`config.mk`:
```
export PLATFORM = sky130hd
export DESIGN_NAME = supply_voltage_source_detector_unit
export DESIGN_NICKNAME = d
export VERILOG_FILES = /design/src/design/svsd_pkg.sv /design/src/design/supply_voltage_source_detector_unit.sv /design/src/design/svsd_out_buf.sv
export VERILOG_INCLUDE_DIRS = /design/src /design/src/design
export SDC_FILE = /design/constraint.sdc
export NUM_CORES = 1
export LEC_CHECK = 0
export BUFFER_PORTS_ARGS = -buffer_cell sky130_fd_sc_hd__clkbuf_2
export CAP_MARGIN = 20
export CORE_ASPECT_RATIO = 1.25
export CORE_MARGIN = 2
export CORE_UTILIZATION = 65
export DETAILED_ROUTE_END_ITERATION = 8
export GPL_ROUTABILITY_DRIVEN = 0
export HOLD_SLACK_MARGIN = 0.05
export PLACE_DENSITY = 0.88
export SLEW_MARGIN = 30
export SYNTH_ARGS = -nofsm -noshare
export SYNTH_HDL_FRONTEND = slang
export SYNTH_SLANG_ARGS = --single-unit
```
`constraint.sdc`:
```
create_clock -name clk_i -period 21.2 [get_ports clk_i]
set_input_delay 3.18 -clock clk_i [delete_from_list [all_inputs] [get_ports clk_i]]
set_output_delay 3.18 -clock clk_i [all_outputs]
set_load 0.005 [all_outputs]
```
`src/design/supply_voltage_source_detector_unit_assert.svh`:
```
// ----------------------------------------------------------------------------
// assertion macros for the supply voltage source detector
// clocked on clk_i, disabled while rst_ni is low
// ----------------------------------------------------------------------------
`ifndef SUPPLY_VOLTAGE_SOURCE_DETECTOR_UNIT_ASSERT_SVH
`define SUPPLY_VOLTAGE_SOURCE_DETECTOR_UNIT_ASSERT_SVH

// property that holds at every edge
`define SVSD_ASSERT_ALWAYS(label, prop) \
  label: assert property (@(posedge clk_i) disable iff (!rst_ni) (prop)) \
    else $error("svsd assertion failed");

// same-cycle implication
`define SVSD_ASSERT_IMPL(label, ante, cons) \
  label: assert property (@(posedge clk_i) disable iff (!rst_ni) (ante) |-> (cons)) \
    else $error("svsd assertion failed");

// next-cycle implication
`define SVSD_ASSERT_NEXT(label, ante, cons) \
  label: assert property (@(posedge clk_i) disable iff (!rst_ni) (ante) |=> (cons)) \
    else $error("svsd assertion failed");

`endif

```
`src/design/svsd_pkg.sv`:
```
// ----------------------------------------------------------------------------
// svsd_pkg
// shared types and constants of the supply voltage source detector
// ----------------------------------------------------------------------------
`timescale 1ns / 1ps

package svsd_pkg;

  localparam int unsigned MvW   = 16;
  localparam int unsigned CfgW  = 16;
  localparam int unsigned TminW = 5;

  typedef enum logic [1:0] {
    CFG_DROP_THRESHOLD  = 2'd0,
    CFG_RISE_THRESHOLD  = 2'd1,
    CFG_TREND_THRESHOLD = 2'd2,
    CFG_TREND_MIN       = 2'd3
  } cfg_idx_e;

  localparam logic [CfgW-1:0]  DropThresholdRst  = 16'd300;
  localparam logic [CfgW-1:0]  RiseThresholdRst  = 16'd300;
  localparam logic [CfgW-1:0]  TrendThresholdRst = 16'd200;
  localparam logic [TminW-1:0] TrendMinRst       = 5'd8;

  // readings needed before the jump test, smallest drift minimum
  localparam int unsigned JumpMinFill  = 4;
  localparam int unsigned TrendMinLow  = 3;

  // result of one item
  typedef struct packed {
    logic on_external_power;
    logic source_changed;
  } res_t;

endpackage

```
`src/design/supply_voltage_source_detector_unit.sv`:
```
// ----------------------------------------------------------------------------
// supply_voltage_source_detector_unit
// tracks external power versus battery from a stream of supply readings
//
// channel   dir  handshake                    payload
// s_axis    in   s_axis_tvalid/s_axis_tready  tdata: reading_mv, tuser: req_type
// m_axis    out  m_axis_tvalid/m_axis_tready  tdata: source_changed, on_external_power
// cfg       in   cfg_we_i                     cfg_idx_i, cfg_wdata_i
//
// one item per cycle while the skid stage is empty; its result is registered in the result buffer
// the window, jump and drift tests are done in the accept cycle
// a two-entry result buffer keeps input open while one result waits
// reset empties the window and assumes external power
// ----------------------------------------------------------------------------
`timescale 1ns / 1ps

module supply_voltage_source_detector_unit import svsd_pkg::*; #(
  parameter int unsigned WINDOW_DEPTH = 16
) (
  input  logic             clk_i,
  input  logic             rst_ni,
  input  logic             s_axis_tvalid,
  output logic             s_axis_tready,
  input  logic [15:0]      s_axis_tdata,   // [15:0] reading_mv
  input  logic             s_axis_tuser,   // [0] req_type
  output logic             m_axis_tvalid,
  input  logic             m_axis_tready,
  output logic [7:0]       m_axis_tdata,   // [0] source_changed, [1] on_external_power
  input  logic             cfg_we_i,
  input  logic [1:0]       cfg_idx_i,
  input  logic [CfgW-1:0]  cfg_wdata_i
);

  localparam int unsigned FillW = $clog2(WINDOW_DEPTH + 1);
  localparam int unsigned CmpW  = (FillW > TminW) ? FillW : TminW;
  localparam int unsigned Taps  = WINDOW_DEPTH - 3;

  logic [CfgW-1:0]  drop_th_q, rise_th_q, trend_th_q;
  logic [TminW-1:0] trend_min_q;

  logic [FillW-1:0] fill_q, fill_d;
  logic             flag_q, flag_d;
  logic [MvW-1:0]   tap_q [Taps];
  logic [MvW-1:0]   oldest_q [3];
  logic [MvW-1:0]   oldest_d [3];

  logic             s_acc;
  logic             is_reading;
  logic [MvW-1:0]   mv;
  logic             full;
  logic [CmpW-1:0]  fill_after;
  logic [TminW-1:0] need;
  logic             jump_en, drift_en;
  logic [MvW:0]     pair_sum;
  logic [MvW+1:0]   new_sum, old_sum;
  logic [MvW-1:0]   new_avg, old_avg;
  logic signed [MvW+1:0] jump, drift;
  logic             flag_mid;
  res_t             res;
  logic             buf_ready;
  res_t             out_res;

  function automatic logic [MvW-1:0] div3(input logic [MvW+1:0] x);
    logic [2*MvW+3:0] p;
    p = x * 18'd174763;
    return p[MvW+18:19];
  endfunction

  function automatic logic apply_test(input logic f, input logic signed [MvW+1:0] v,
                                      input logic [CfgW-1:0] fall,
                                      input logic [CfgW-1:0] rise);
    logic signed [MvW+1:0] lo, hi;
    lo = -$signed({2'b00, fall});
    hi = $signed({2'b00, rise});
    priority if (f && v <= lo) begin
      return 1'b0;
    end else if (!f && v >= hi) begin
      return 1'b1;
    end else begin
      return f;
    end
  endfunction

  assign s_axis_tready = buf_ready;
  assign s_acc         = s_axis_tvalid && s_axis_tready;
  assign is_reading    = !s_axis_tuser;
  assign mv            = s_axis_tdata;
  assign full          = (fill_q == FillW'(WINDOW_DEPTH));

  // window bookkeeping
  always_comb begin
    fill_after = full ? CmpW'(WINDOW_DEPTH) : CmpW'(fill_q) + CmpW'(1);
    for (int i = 0; i < 3; i++) begin
      oldest_d[i] = oldest_q[i];
    end
    if (full) begin
      oldest_d[0] = oldest_q[1];
      oldest_d[1] = oldest_q[2];
      oldest_d[2] = tap_q[Taps-1];
    end else if (CmpW'(fill_q) < CmpW'(3)) begin
      oldest_d[fill_q[1:0]] = mv;
    end
  end

  // jump and drift tests
  assign need     = (trend_min_q < TminW'(TrendMinLow)) ? TminW'(TrendMinLow) : trend_min_q;
  assign jump_en  = fill_after >= CmpW'(JumpMinFill);
  assign drift_en = fill_after >= CmpW'(need);
  assign pair_sum = {1'b0, tap_q[1]} + {1'b0, tap_q[2]};
  assign jump     = $signed({2'b00, mv}) - $signed({2'b00, pair_sum[MvW:1]});
  assign new_sum  = {2'b00, mv} + {2'b00, tap_q[0]} + {2'b00, tap_q[1]};
  assign old_sum  = {2'b00, oldest_d[0]} + {2'b00, oldest_d[1]} + {2'b00, oldest_d[2]};
  assign new_avg  = div3(new_sum);
  assign old_avg  = div3(old_sum);
  assign drift    = $signed({2'b00, new_avg}) - $signed({2'b00, old_avg});
  assign flag_mid = jump_en ? apply_test(flag_q, jump, drop_th_q, rise_th_q) : flag_q;

  always_comb begin
    flag_d = flag_q;
    fill_d = fill_q;
    if (is_reading) begin
      flag_d = drift_en ? apply_test(flag_mid, drift, trend_th_q, trend_th_q) : flag_mid;
      fill_d = fill_after[FillW-1:0];
    end else begin
      fill_d = '0;
    end
  end

  assign res.source_changed    = flag_d ^ flag_q;
  assign res.on_external_power = flag_d;

  always_ff @(posedge clk_i or negedge rst_ni) begin
    if (!rst_ni) begin
      fill_q <= '0;
      flag_q <= 1'b1;
    end else if (s_acc) begin
      fill_q <= fill_d;
      flag_q <= flag_d;
    end
  end

  always_ff @(posedge clk_i) begin
    if (s_acc && is_reading) begin
      tap_q[0] <= mv;
      for (int i = 1; i < Taps; i++) begin
        tap_q[i] <= tap_q[i-1];
      end
      for (int i = 0; i < 3; i++) begin
        oldest_q[i] <= oldest_d[i];
      end
    end
  end

  always_ff @(posedge clk_i or negedge rst_ni) begin
    if (!rst_ni) begin
      drop_th_q   <= DropThresholdRst;
      rise_th_q   <= RiseThresholdRst;
      trend_th_q  <= TrendThresholdRst;
      trend_min_q <= TrendMinRst;
    end else if (cfg_we_i) begin
      unique case (cfg_idx_e'(cfg_idx_i))
        CFG_DROP_THRESHOLD:  drop_th_q   <= cfg_wdata_i;
        CFG_RISE_THRESHOLD:  rise_th_q   <= cfg_wdata_i;
        CFG_TREND_THRESHOLD: trend_th_q  <= cfg_wdata_i;
        CFG_TREND_MIN:       trend_min_q <= cfg_wdata_i[TminW-1:0];
      endcase
    end
  end

  svsd_out_buf u_out_buf (
    .clk_i       (clk_i),
    .rst_ni      (rst_ni),
    .in_valid_i  (s_axis_tvalid),
    .in_ready_o  (buf_ready),
    .in_data_i   (res),
    .out_valid_o (m_axis_tvalid),
    .out_ready_i (m_axis_tready),
    .out_data_o  (out_res)
  );

  assign m_axis_tdata = {6'b000000, out_res.on_external_power, out_res.source_changed};

`include "supply_voltage_source_detector_unit_assert.svh"

  `SVSD_ASSERT_ALWAYS(a_fill_bound, fill_q <= FillW'(WINDOW_DEPTH))
  `SVSD_ASSERT_NEXT(a_load_empties, s_acc && s_axis_tuser, fill_q == '0)
  `SVSD_ASSERT_NEXT(a_flag_hold, !s_acc, $stable(flag_q) && $stable(fill_q))

endmodule

```
`src/design/svsd_out_buf.sv`:
```
// ----------------------------------------------------------------------------
// svsd_out_buf
// two-entry result buffer: output register plus skid stage
// ----------------------------------------------------------------------------
`timescale 1ns / 1ps

module svsd_out_buf import svsd_pkg::*; (
  input  logic clk_i,
  input  logic rst_ni,
  input  logic in_valid_i,
  output logic in_ready_o,
  input  res_t in_data_i,
  output logic out_valid_o,
  input  logic out_ready_i,
  output res_t out_data_o
);

  logic main_valid_q, main_valid_d;
  logic skid_valid_q, skid_valid_d;
  res_t main_q, main_d;
  res_t skid_q, skid_d;

  assign in_ready_o  = !skid_valid_q;
  assign out_valid_o = main_valid_q;
  assign out_data_o  = main_q;

  always_comb begin
    main_valid_d = main_valid_q;
    skid_valid_d = skid_valid_q;
    main_d       = main_q;
    skid_d       = skid_q;
    if (!main_valid_q || out_ready_i) begin
      if (skid_valid_q) begin
        main_d       = skid_q;
        main_valid_d = 1'b1;
        skid_valid_d = 1'b0;
      end else begin
        main_d       = in_data_i;
        main_valid_d = in_valid_i;
      end
    end else if (in_valid_i && !skid_valid_q) begin
      skid_d       = in_data_i;
      skid_valid_d = 1'b1;
    end
  end

  always_ff @(posedge clk_i or negedge rst_ni) begin
    if (!rst_ni) begin
      main_valid_q <= 1'b0;
      skid_valid_q <= 1'b0;
    end else begin
      main_valid_q <= main_valid_d;
      skid_valid_q <= skid_valid_d;
    end
  end

  always_ff @(posedge clk_i) begin
    main_q <= main_d;
    skid_q <= skid_d;
  end

endmodule
```
==> run metrics <==
status finished clean; Filler cells about 2.8k; DR vias/cell between 6 and 7; Data arrival, critical path about 17 ns; first-pass GRT wire length about 110000 um; Synth Area per Inst 11.09 um^2; Yosys cell types between 70 and 80; Primary FF master, synth edfxtp_1; Post-synth top cells 588 x inv_1, 459 x ha_1, 260 x edfxtp_1; Area after DPL 29910 um^2; top-count cell post-synth inv_1; aggregate routed wire length roughly 70000 um; Nets ~3.4k; Startpoint Class primary input; TritonCTS Buffers 36; area leader, netlist edfxtp_1; Final Hold Vio Count 0; post-synth top area share 0.2693; CP Class primary input to flip-flop; Pre-Repair DR Iteration Count 7; Fmax 0.06118 GHz; Worst Skew ~0.021 ns; CP Data Required Time ~22 ns; initial antenna violation count 1; Reg area a little over 9000 um^2; Die X 192.9 um; via count around 20k; DP Worst Slack 4.703 ns; Residual DRC 0; die area between 40000 and 50000 um^2; Area Overhead vs Synth 7.419%; I/O pins 50; Resized cells post-CTS 0; final cycle utilization of the critical path 0.7710; detailed placement HPWL 53480 um; post-CTS setup buffer count 0; Design Area, Final approximately 31000 um^2; Synth Instances about 2.6k; post-synthesis sequential area ratio 0.3225; Post-synth EDFFs 260; max_slew headroom 0.3498; Hold Path Class flip-flop to flip-flop; std cell rows 86; vias in the first global route around 21k; Final setup viols 0; Core ar. 44010 um^2; total congestion overflow 0; Worst Tran Pin Value a little under 1 ns; clock-pin slew on the worst setup and hold paths 0.06 ns; asr flop ratio synth 0.1900; unrepaired setup endpoints after global routing false; FF+latch count, synth 321; Max H-tree Level 2; Die H 240.1 um; max-cap violation count 0; Final Max Tran Viols 0; worst-path maximum fanout 6; synth warn 0; DRT antenna net count 0; Clock Latency Late Sink about 0.58 ns; Final Critical Period approximately 16 ns; Setup TNS 0 ns; Sinks on Clock Net roughly 320; slowest cell on the critical path o31ai_1; worst setup margin ~4.9 ns; worst hold margin 0.4135 ns; Ant. Diodes 0; largest net degree at the start of global routing about 210; post-DR wirelength/cell 20.74 um; cell mode on critical path ha_1; initial drt markers between 1.5k and 2k; Synth Cell Area about 29000 um^2; CTS root buf clkbuf_16; # port buffers 43; ranking of synthesized cells by area edfxtp_1 27%, ha_1 20%, fa_1 18%; kind of end point of the critical path flip-flop; CTS tree built; hold buffer count at CTS 0; layout cell share with drive strength beyond 1 0.07749; CTS Buffer Depth 3; area of the multi-input gates roughly 17000 um^2; GRT Total Usage 0.3052; Initial Util 0.6587; worst stage delay on the critical path roughly 0.77 ns
registers in the layout, summed over array words and instances (netlist names):
signal                  cells
tap_q                     208
rise_th_q                  16
trend_th_q                 16
flag_q                      1
oldest_q                   48
u_out_buf.skid_q            2
trend_min_q                 5
u_out_buf.out_valid_o       1
drop_th_q                  16
fill_q                      5
u_out_buf.out_data_o        2
u_out_buf.skid_valid_q      1
critical path: cells and delay by family:
| family | cells | cell delay [ns] |
|---|---|---|
| AO/OA/AOI/OAI | 23 | 6.37 |
| adder cells (fa/ha/maj) | 11 | 4.57 |
| AND/OR/NAND/NOR | 8 | 1.46 |
| XOR/XNOR | 2 | 0.59 |
| buffers and inverters | 6 | 0.43 |
| multiplexers | 1 | 0.13 |
layout make-up:
type / instances / share of cell area
multi-input cells: 1681 / 0.5566
flip-flops and latches: 321 / 0.3003
inverters: 588 / 0.07087
clock buffers: 39 / 0.02961
well taps: 572 / 0.02298
repair buffers: 55 / 0.01085
clock inverters: 26 / 0.008879
path summary, 6_finish.rpt:
kind,start,to,slack (ns),cells past startpoint
max,s_axis_tdata[2],u_out_buf.out_data_o[0],4.85,51
min,tap_q[0][115],tap_q[1][3],0.41,0
max reg2reg,fill_q[0],u_out_buf.out_data_o[0],5.84,53
min reg2reg,tap_q[0][115],tap_q[1][3],0.41,0
max in group asynchronous,rst_ni,trend_th_q[5],17.95,2
min in group asynchronous,rst_ni,trend_min_q[4],2.77,2
routing by layer:
metal  part of all wire  global-route usage
met1               0.36              0.3513
met5            0.00019                   0
met2               0.51              0.5412
met3              0.063             0.04802
met4              0.060              0.1669
cells in the final DEF, fill, tap and decap left out, drive strengths merged, types with 10 or more instances in the layout:
cell    netlist  routed
xnor2        87      87
ha          459     459
dfrtp        48      48
nand2       106     106
o21ai        73      73
or3          11      11
and3         13      13
o21a         41      41
clkbuf       24      82
nor2         89      89
xor2         39      39
o21bai       10      10
mux2         52      52
mux2i        42      42
fa          256     256
edfxtp      260     260
nor3         35      35
nand3        27      27
inv         588     594
nor2b        17      17
dfstp        13      13
nand4        14      14
a211oi       13      13
a21o         48      48
a21oi        87      87
nand2b       19      19
buf           6      12
clkinv        0      14
cells by family after synthesis:
family / after synthesis / synth area share
xor gates and xnor gates: 126 / 0.03807
DFF: 321 / 0.3225
AOI/OAI and AO/OA: 366 / 0.08567
and+or+nand+nor: 374 / 0.06323
other: 1 / 0.0001294
buffers and inverters: 618 / 0.08079
adders and majority gates: 715 / 0.3749
muxes: 94 / 0.03470
through the flow:
step | utilization | instances
floorplan | - | 2620
global placement | 0.6797 | 3216
detailed placement | 0.6797 | 3216
CTS | 0.7070 | 3281
global route | 0.7076 | 3282
finish | 0.7076 | 3282
Power is left out: the tool's default activity adds up to more than one toggle a clock period on the data nets, which glitch-free logic cannot reach.
